File: config.mk
export PLATFORM = sky130hd
export DESIGN_NAME = fifo_queue_with_search
export DESIGN_NICKNAME = d
export VERILOG_FILES = /design/src/design/fqs_pkg.sv /design/src/design/fqs_cell.sv /design/src/design/fqs_prio.sv /design/src/design/fifo_queue_with_search.sv
export SDC_FILE = /design/constraint.sdc
export NUM_CORES = 1
export LEC_CHECK = 0
export BUFFER_PORTS_ARGS = -buffer_cell sky130_fd_sc_hd__buf_2
export CELL_PAD_IN_SITES_DETAIL_PLACEMENT = 0
export CELL_PAD_IN_SITES_GLOBAL_PLACEMENT = 1
export CORE_MARGIN = 5
export CORE_UTILIZATION = 56
export CTS_BUF_LIST = sky130_fd_sc_hd__clkbuf_4 sky130_fd_sc_hd__clkbuf_8
export DETAILED_ROUTE_END_ITERATION = 6
export PLACE_DENSITY = 0.95
export REMOVE_ABC_BUFFERS = 1
export SETUP_SLACK_MARGIN = 0.05
export SYNTH_ARGS = -nofsm -noshare
export SYNTH_HDL_FRONTEND = slang
export SYNTH_SLANG_ARGS = --single-unit
File: constraint.sdc
create_clock -name aclk -period 11.2 [get_ports aclk]
set_input_delay 1.68 -clock aclk [delete_from_list [all_inputs] [get_ports aclk]]
set_output_delay 1.68 -clock aclk [all_outputs]
set_load 0.01 [all_outputs]
File: src/design/fqs_pkg.sv
// ----------------------------------------------------------------------------
// fqs_pkg: shared constants and types for the searchable FIFO queue
// Queue depth, field widths, request codes and the per-cell command word.
// ----------------------------------------------------------------------------
package fqs_pkg;

    localparam int DEPTH    = 16;
    localparam int DATA_W   = 32;
    localparam int IDX_W    = $clog2(DEPTH);
    localparam int CNT_W    = $clog2(DEPTH + 1);
    localparam int POS_W    = 4;
    localparam int REQ_W    = 2;
    localparam int OUT_W    = 16;

    typedef enum logic [REQ_W-1:0] {
        REQ_PUSH   = 2'd0,
        REQ_POP    = 2'd1,
        REQ_SEARCH = 2'd2,
        REQ_NONE   = 2'd3
    } req_t;

    // Command broadcast to every cell in the row
    typedef struct packed {
        logic push;
        logic pop;
    } cell_cmd_t;

endpackage

File: src/design/fqs_cell.sv
// ----------------------------------------------------------------------------
// fqs_cell: one slot of the queue row
// Holds one word and an occupied flag; loads on push at the tail boundary,
// takes its upper neighbour's contents on pop, and compares against the key.
// ----------------------------------------------------------------------------
module fqs_cell (
    input  logic                      aclk,
    input  logic                      aresetn,
    input  fqs_pkg::cell_cmd_t        cmd,
    input  logic [fqs_pkg::DATA_W-1:0] value,
    input  logic                      prev_occ,
    input  logic [fqs_pkg::DATA_W-1:0] next_data,
    input  logic                      next_occ,
    output logic [fqs_pkg::DATA_W-1:0] data,
    output logic                      occ,
    output logic                      match
);

    logic [fqs_pkg::DATA_W-1:0] data_reg, data_next;
    logic                       occ_reg, occ_next;

    always_comb begin
        data_next = data_reg;
        occ_next  = occ_reg;
        if (cmd.pop) begin
            data_next = next_data;
            occ_next  = next_occ;
        end else if (cmd.push && !occ_reg && prev_occ) begin
            // first free slot takes the pushed word
            data_next = value;
            occ_next  = 1'b1;
        end
    end

    always_ff @(posedge aclk) begin
        if (!aresetn) begin
            occ_reg <= 1'b0;
        end else begin
            occ_reg <= occ_next;
        end
    end

    always_ff @(posedge aclk) begin
        data_reg <= data_next;
    end

    assign data  = data_reg;
    assign occ   = occ_reg;
    assign match = occ_reg && (data_reg == value);

endmodule

File: src/design/fqs_prio.sv
// ----------------------------------------------------------------------------
// fqs_prio: first-match priority encoder
// Gives the lowest cell index with a match, i.e. the match nearest the head.
// ----------------------------------------------------------------------------
module fqs_prio (
    input  logic [fqs_pkg::DEPTH-1:0] match_vec,
    output logic                      found,
    output logic [fqs_pkg::IDX_W-1:0] position
);

    always_comb begin
        found    = 1'b0;
        position = '0;
        for (int k = fqs_pkg::DEPTH - 1; k >= 0; k--) begin
            if (match_vec[k]) begin
                found    = 1'b1;
                position = fqs_pkg::IDX_W'(k);
            end
        end
    end

endmodule

File: src/design/fifo_queue_with_search.sv
// ----------------------------------------------------------------------------
// fifo_queue_with_search: bounded FIFO queue with associative search
// Row of cells, cell 0 at the head. Push fills the first free cell, pop
// shifts the row one cell towards the head, search compares all cells.
// ----------------------------------------------------------------------------
//  channel | dir | ports                        | word
//  s_      | in  | s_tvalid s_tready s_tdata    | request: tuser kind, tdata value
//          |     | s_tuser                      |
//  m_      | out | m_tvalid m_tready m_tdata    | one status word per request
//
//  One request per cycle while the output is not stalled; each passes through
//  the cell row into the output register, so the result appears the cycle after acceptance.
//  Search is a parallel compare in every cell plus a 16-way priority encode.
//  A stalled output holds its word; s_tready drops only while it is stalled.
//  Synchronous active-low reset empties the queue (occupied flags cleared).
// ----------------------------------------------------------------------------
module fifo_queue_with_search (
    input  logic        aclk,
    input  logic        aresetn,
    input  logic        s_tvalid,
    output logic        s_tready,
    input  logic [31:0] s_tdata,   // [31:0] value
    input  logic [1:0]  s_tuser,   // [1:0] req_type
    output logic        m_tvalid,
    input  logic        m_tready,
    // [0] accepted, [1] found, [5:2] position, [10:6] occupancy,
    // [11] is_empty, [12] is_full, [15:13] zero
    output logic [15:0] m_tdata
);

    localparam int D = fqs_pkg::DEPTH;

    logic                       s_accept;
    fqs_pkg::req_t              req;
    fqs_pkg::cell_cmd_t         cmd;
    logic [fqs_pkg::DATA_W-1:0] value;

    logic [fqs_pkg::DATA_W-1:0] data_vec [D];
    logic [D-1:0]               occ_vec;
    logic [D-1:0]               match_vec;

    logic                       full, empty;
    logic                       srch_found;
    logic [fqs_pkg::IDX_W-1:0]  srch_pos;

    logic [fqs_pkg::CNT_W-1:0]  count_reg, count_next;
    logic                       out_valid_reg;
    logic [fqs_pkg::OUT_W-1:0]  out_word_reg, out_word_next;

    logic                       res_accepted, res_found;
    logic [fqs_pkg::POS_W-1:0]  res_pos;

    assign s_tready = !out_valid_reg || m_tready;
    assign s_accept = s_tvalid && s_tready;
    assign req      = fqs_pkg::req_t'(s_tuser);
    assign value    = s_tdata[fqs_pkg::DATA_W-1:0];

    assign full  = occ_vec[D-1];
    assign empty = !occ_vec[0];

    // only a request that changes the queue drives the row
    assign cmd.push = s_accept && (req == fqs_pkg::REQ_PUSH) && !full;
    assign cmd.pop  = s_accept && (req == fqs_pkg::REQ_POP) && !empty;

    for (genvar k = 0; k < D; k++) begin : g_cell
        logic                       prev_occ;
        logic [fqs_pkg::DATA_W-1:0] next_data;
        logic                       next_occ;

        if (k == 0) begin : g_head
            assign prev_occ = 1'b1;
        end else begin : g_mid
            assign prev_occ = occ_vec[k-1];
        end

        if (k == D - 1) begin : g_last
            assign next_data = '0;
            assign next_occ  = 1'b0;
        end else begin : g_inner
            assign next_data = data_vec[k+1];
            assign next_occ  = occ_vec[k+1];
        end

        fqs_cell u_cell (
            .aclk      (aclk),
            .aresetn   (aresetn),
            .cmd       (cmd),
            .value     (value),
            .prev_occ  (prev_occ),
            .next_data (next_data),
            .next_occ  (next_occ),
            .data      (data_vec[k]),
            .occ       (occ_vec[k]),
            .match     (match_vec[k])
        );
    end

    fqs_prio u_prio (
        .match_vec (match_vec),
        .found     (srch_found),
        .position  (srch_pos)
    );

    // result word for the request being accepted
    always_comb begin
        count_next = count_reg;
        if (cmd.push) begin
            count_next = count_reg + 1'b1;
        end else if (cmd.pop) begin
            count_next = count_reg - 1'b1;
        end

        res_accepted = cmd.push || cmd.pop;
        res_found    = 1'b0;
        res_pos      = '0;
        if (req == fqs_pkg::REQ_SEARCH) begin
            res_found = srch_found;
            res_pos   = fqs_pkg::POS_W'(srch_pos);
        end

        out_word_next = {3'b000,
                         (count_next == fqs_pkg::CNT_W'(D)),
                         (count_next == '0),
                         count_next,
                         res_pos,
                         res_found,
                         res_accepted};
    end

    always_ff @(posedge aclk) begin
        if (!aresetn) begin
            count_reg     <= '0;
            out_valid_reg <= 1'b0;
        end else begin
            count_reg <= count_next;
            if (s_accept) begin
                out_valid_reg <= 1'b1;
            end else if (m_tready) begin
                out_valid_reg <= 1'b0;
            end
        end
    end

    always_ff @(posedge aclk) begin
        if (s_accept) begin
            out_word_reg <= out_word_next;
        end
    end

    assign m_tvalid = out_valid_reg;
    assign m_tdata  = out_word_reg;

    // occupied flags and the count must agree
    a_count_occ : assert property (@(posedge aclk) disable iff (!aresetn)
        $countones(occ_vec) == 32'(count_reg))
        else $error("count does not match occupied cells");

    // occupied cells form a contiguous run from the head (all-ones from bit 0)
    a_contig : assert property (@(posedge aclk) disable iff (!aresetn)
        ((occ_vec + {{(D-1){1'b0}}, 1'b1}) & occ_vec) == '0)
        else $error("occupied cells not contiguous from head");

    // a pop on a non-empty queue removes exactly one word
    a_pop_dec : assert property (@(posedge aclk) disable iff (!aresetn)
        cmd.pop |=> count_reg == $past(count_reg) - 1'b1)
        else $error("pop did not decrement count");

    // a match is only ever reported for a search, which never changes the queue
    a_found_search : assert property (@(posedge aclk) disable iff (!aresetn)
        (m_tvalid && m_tdata[1]) |-> !m_tdata[0])
        else $error("found reported with queue change");

endmodule
==> results of run 1 <==
-- critical path, delay by kind of cell --
kind / cells / cell delay [ns]
AND/OR/NAND/NOR: 6 / 1.59
buffers and inverters: 3 / 1.67
-- metrics by stage --
stage	hold slack [ns]	setup TNS, ns
5_1_grt	0.5087	0
3_5_place_dp	0.4768	0
4_1_cts	0.4862	0
3_3_place_gp	0.4698	0
2_1_floorplan	0.4613	-6.298
6_report	0.4829	0
-- how the worst max path moves through the flow --
stage	start	to	depth (start not counted)
after floorplan	m_tready	m_tdata[12]	8
after global placement	m_tready	g_cell[11].u_cell.data[21]	9
after detailed placement	m_tready	g_cell[13].u_cell.data[16]	9
after CTS	m_tready	g_cell[13].u_cell.data[16]	9
after global routing	m_tready	g_cell[14].u_cell.data[20]	9
final	m_tready	g_cell[12].u_cell.data[2]	9
-- where the power goes --
group | switching (mW) | internal (mW)
Combinational | 0.223 | 0.107
Clock | 0.784 | 0.903
Sequential | 0.0167 | 2.25
-- cell type report --
cell class              count  area [um2]  share of cell area
well taps                 615       769.5             0.02615
multi-input cells        1897       10540              0.3581
clock buffers             131        1584             0.05383
inverters                   6       22.52           0.0007654
flip-flops and latches    547       15890              0.5399
clock inverters            30       136.4            0.004635
repair buffers             81       490.5             0.01667
-- kinds of logic after synthesis --
group	count (synthesis)	synth area share
simple gates	1309	0.2005
flops	547	0.5830
xor+xnor	516	0.1667
buf+inv	180	0.03155
compound gates	67	0.01717
fa+ha+maj	2	0.0009183
other cells	1	0.0001376
-- routing by layer --
layer,wire length (um),up-vias,GRT usage
met4,4777,0,0.1551
met5,0,-,0
li1,-,8753,-
met3,4577,211,0.03834
met1,26590,9000,0.3224
met2,34820,861,0.4461
-- cells in the final DEF, fill, tap and decap left out, types with 2 or more instances in the layout --
cell type	instances
a21boi_0	2
a21oi_1	36
a31oi_1	2
and2_1	5
and3_1	4
buf_2	52
buf_4	28
clkbuf_4	35
clkbuf_8	96
clkinv_1	17
clkinv_2	10
clkinvlp_4	3
conb_1	3
dfxtp_1	54
edfxtp_1	493
ha_1	2
inv_1	6
nand2_1	1085
nand2b_1	3
nand3_1	21
nand3b_1	15
nand4_1	103
nor2_1	6
nor2b_1	2
nor3_1	8
nor4_1	42
o21ai_0	2
o221a_2	15
or4_1	8
or4_4	2
xnor2_1	416
xnor2_2	3
xor2_1	97
==> qor.txt, run 1 <==
GRT Residual Overflow -> 0
First-pass GRT wire length -> 106.8 mm
Num ports -> 56
Maximum capacitance violations -> 0
Chip width -> 230.6 um
Distinct cells, synth -> 42
Die Height -> 230.6 um
Final Hold Viols -> 0
Cts bufs inserted -> 88
CTS tree -> built
Placed Cells -> 3146
Initial antenna violation count -> 0
Final WS setup -> 6.387 ns
Yosys reg bits -> 547
Pin slew with the least headroom to its limit -> 1.257 ns
DP HPWL -> 50.76 mm
Setup Fix Bufs, Post-CTS -> 0
Drt pass-1 iters -> 6
Tmin final -> 4.813 ns
Worst Path Required -> 11.70 ns
PwrDens -> 145.7 nW/um2
Share of cells above drive strength 1 -> 0.09250
Top-area cell type share of the netlist area -> 0.5434
R2R Setup Slk -> 7.20 ns
Final period util -> 0.4297
Port bufs -> 52
Clk slew on worst S/H paths -> 0.06 ns
Synth area leaders -> edfxtp_1 54%, nand2_1 15%, xnor2_1 13%
Post-route antenna net violation count -> 0
DR iter-0 viols -> 2185
Die area -> 53160 um2
CTS resizes -> 0
Post-place setup slack -> 5.880 ns
Post-synth EDFFs -> 493
Fill count -> 3633
Area leader, netlist -> edfxtp_1
Worst vdd ir -> 0.1207 mV
WHS Path Cells -> 2
Vias per Instance -> 5.692
Relative slew slack -> 0.1622
Clock latency on the worst-skew pair -> 0.67 ns
Worst reg2reg endpoint -> g_cell[12].u_cell.data[2]
Final instance area -> 29420 um2
Min-Delay Startpoint -> g_cell[15].u_cell.data[26]
Outcome -> finished clean
# hold bufs at CTS -> 0
Final net count -> 2661
Placed cell area -> 27700 um2
Leak -> 10.28 nW
Initial Util -> 0.5683
Clock Path Buffers -> 3
Max Clock Skew -> 0.02644 ns
Number of global-route vias before repair -> 18360
GPL Wtd Cong -> 0.9966
Via count -> 18830
Number of diodes -> 0
Post-synthesis cell count -> 2622
RSZ-0062 raised after global routing -> no
Area grow syn2layout -> 7.995%
Pwr Total -> 4.288 mW
Post-Route WL -> 70.77 mm
Row count -> 80
CP max stage delay -> 0.95 ns
Layout Cells excl Fill -> 3307
Synth warnings -> 0
Setup-failing EPs final -> 0
Slew Viols, Final -> 0
DRC -> 0
Critical path endpoint category -> flip-flop
Worst R2R Start -> m_tvalid
Hold WC Path Type -> flip-flop to flip-flop
Post-synth ARST share -> 0
Final cell utilization of the core -> 0.6137
Clock sink count -> 547
Highest net fanout along the worst path -> 224
Clock root buffer -> clkbuf_8
Slowest-stage cell, CP -> buf_4
Seq/Total Area, Yosys -> 0.5830
Worst path arrival time -> 5.32 ns
Reg2reg path depth -> 8
Post-synth top cells -> 1085 x nand2_1, 493 x edfxtp_1, 416 x xnor2_1
Htree depth -> 3
Largest net degree at the start of global routing -> 225
Most common cell in the netlist -> nand2_1
Crit path cell chain -> buf_2 -> nand2b_1 -> nand2_1 -> nor2_1 -> and3_4 -> buf_12 -> buf_4 -> nand2_1 -> nand2_1
Crit Path Class -> primary input to flip-flop
Core ar. -> 47950 um2
Synth Area per Inst -> 10.39 um2
Crit-path most repeated cell -> nand2_1
Mapped Area -> 27250 um2
Hold Crit Endpoint -> g_cell[15].u_cell.data[26]
Achievable frequency -> 207.8 MHz
Crit path launch type -> primary input
Synth Flop Type -> edfxtp_1
Max reg flops -> 512
WL/cell -> 21.40 um
Gr usage total -> 0.2633
Note: power is estimated with default switching activity, not from simulation.
==> run 2, diff against run 1 <==
--- a/config.mk
+++ b/config.mk
@@ -9,10 +9,10 @@
 export CELL_PAD_IN_SITES_DETAIL_PLACEMENT = 0
 export CELL_PAD_IN_SITES_GLOBAL_PLACEMENT = 1
 export CORE_MARGIN = 5
-export CORE_UTILIZATION = 56
+export CORE_UTILIZATION = 52
 export CTS_BUF_LIST = sky130_fd_sc_hd__clkbuf_4 sky130_fd_sc_hd__clkbuf_8
 export DETAILED_ROUTE_END_ITERATION = 6
-export PLACE_DENSITY = 0.95
+export PLACE_DENSITY = 0.91
 export REMOVE_ABC_BUFFERS = 1
 export SETUP_SLACK_MARGIN = 0.05
 export SYNTH_ARGS = -nofsm -noshare
==> constraint.sdc (replaced) <==
create_clock -name aclk -period 4.7 [get_ports aclk]
set_input_delay 0.705 -clock aclk [delete_from_list [all_inputs] [get_ports aclk]]
set_output_delay 0.705 -clock aclk [all_outputs]
set_load 0.01 [all_outputs]
==> run 2 against run 1 <==
  * Routed wire length up 10%
  * Clock-buffer cell count is 10 higher
  * Via count increased by 0.75%
  * Global-route usage up 0.73 points
  * Die area is 7.4% higher
  * Hold slack worse by 0.18 ns
  * Sequential share of layout area shrank 0.74 points
  * Register-to-register slack lost 5.6 ns
  * Critical path type is now flip-flop to flip-flop
==> qor.txt, run 2 (synthesized netlist as in run 1, its figures left out) <==
Outcome -> finished clean
Critical path endpoint category -> flip-flop
Clock root buffer -> clkbuf_8
Number of global-route vias before repair -> 18530
Final instance area -> 29830 um2
WL/cell -> 22.88 um
Row count -> 83
Highest net fanout along the worst path -> 3
Htree depth -> 3
Crit-path most repeated cell -> nand4_1
Final WS setup -> 1.584 ns
Worst Path Required -> 5.10 ns
Reg2reg path depth -> 9
Achievable frequency -> 320.9 MHz
Share of cells above drive strength 1 -> 0.1042
Pwr Total -> 10.40 mW
Die area -> 57070 um2
Chip width -> 238.9 um
Placed cell area -> 28040 um2
RSZ-0062 raised after global routing -> no
Largest net degree at the start of global routing -> 192
Maximum capacitance violations -> 0
Setup-failing EPs final -> 0
GRT Residual Overflow -> 0
Initial antenna violation count -> 0
Initial Util -> 0.5279
Max reg flops -> 512
Pin slew with the least headroom to its limit -> 0.9803 ns
CP max stage delay -> 0.63 ns
Commonest non-fill, non-tap cells in the layout -> 1085 x nand2_1, 493 x edfxtp_1, 416 x xnor2_1, 103 x nand4_1, 101 x clkbuf_8
Setup Fix Bufs, Post-CTS -> 0
Clock sink count -> 547
DRC -> 0
Clk slew on worst S/H paths -> 0.06 ns
Hold Crit Endpoint -> m_tvalid
Worst path arrival time -> 3.51 ns
WHS Path Cells -> 3
Area grow syn2layout -> 9.487%
Worst R2R Start -> g_cell[2].u_cell.data[21]
Commonest non-fill, non-tap cell in the layout -> nand2_1
Final Hold Viols -> 0
Post-Route WL -> 77.91 mm
Drt pass-1 iters -> 5
Tmin final -> 3.116 ns
Final period util -> 0.6630
First-pass GRT wire length -> 115.2 mm
Min-Delay Startpoint -> s_tvalid
Via count -> 18970
Vias per Instance -> 5.568
Clock Path Buffers -> 3
Num ports -> 56
Slowest-stage cell, CP -> or4_1
# hold bufs at CTS -> 0
DR iter-0 viols -> 1986
Post-place setup slack -> 1.033 ns
Crit path launch type -> flip-flop
Cts bufs inserted -> 92
CTS tree -> built
GPL Wtd Cong -> 1.015
Crit path cell chain -> xnor2_1 -> nand4_1 -> nor4_1 -> nand4_1 -> or4_1 -> a21boi_1 -> nand3_1 -> a21oi_1 -> a2111oi_1
DP HPWL -> 57.71 mm
CTS resizes -> 0
Final net count -> 2696
Leak -> 10.47 nW
Worst reg2reg endpoint -> m_tdata[2]
Gr usage total -> 0.2705
Clock latency on the worst-skew pair -> 0.68 ns
PwrDens -> 348.7 nW/um2
Crit Path Class -> flip-flop to flip-flop
Core ar. -> 51610 um2
Post-route antenna net violation count -> 0
Fill count -> 4260
Max Clock Skew -> 0.03141 ns
Worst vdd ir -> 0.2472 mV
Hold WC Path Type -> primary input to flip-flop
Port bufs -> 52
Slew Viols, Final -> 0
R2R Setup Slk -> 1.58 ns
Post-route setup TNS -> 0 ns
Hold_ws -> 0.3039 ns
Relative slew slack -> 0.3449
Number of diodes -> 0
Die Height -> 238.9 um
## run 2: cell count changes in the layout (fill, tap and decap cells not counted), sizes merged
cell and delta:
buf +31, clkbuf +10, clkinv -5, clkinvlp -2
## run 2: cell type report
cell class,count,area [um2],area share
Clock buffer,141,1690,0.05666
Clock inverter,23,97.59,0.003272
Inverter,6,22.52,0.0007550
Multi-Input combinational cell,1897,10540,0.3532
Sequential cell,547,15890,0.5325
Tap cell,680,850.8,0.02852
Timing Repair Buffer,112,748.2,0.02508
## run 2: stage by stage
step,cells,utilization
floorplan,2450,-
global placement,3242,0.5433
detailed placement,3242,0.5433
CTS,3406,0.5780
global route,3406,0.5780
finish,3406,0.5780
## run 2: report_power, final
group / switching, mW / total (mW) / internal [mW]
combinational: 0.563 / 0.833 / 0.270
clock: 1.88 / 4.15 / 2.27
sequential: 0.0416 / 5.41 / 5.37
## run 2: critical path: cells and delay by family (launching register included)
| family | cells | cell delay (ns) |
|---|---|---|
| xor+xnor | 1 | 0.33 |
| simple gates | 5 | 1.49 |
| flops | 1 | 0.46 |
| compound gates | 3 | 0.57 |
## run 2: routing by layer
| layer | GRT usage | wire length (um) | up-vias |
|---|---|---|---|
| met5 | 0 | 0 | - |
| met3 | 0.04188 | 5163 | 173 |
| met4 | 0.1366 | 4399 | 0 |
| li1 | - | - | 8821 |
| met1 | 0.3475 | 30500 | 9190 |
| met2 | 0.4488 | 37860 | 782 |
## run 2: worst max path at each step
stage | startpoint | to | slack, ns | cells after the start
6_report | g_cell[2].u_cell.data[21] | m_tdata[2] | 1.58 | 9
4_1_cts | g_cell[2].u_cell.data[21] | m_tdata[2] | 1.68 | 9
3_3_place_gp | s_tdata[0] | m_tdata[2] | 1.02 | 11
5_1_grt | s_tdata[12] | m_tdata[2] | 1.48 | 11
3_5_place_dp | s_tdata[0] | m_tdata[2] | 1.03 | 10
2_1_floorplan | m_tready | m_tdata[12] | -7.03 | 8
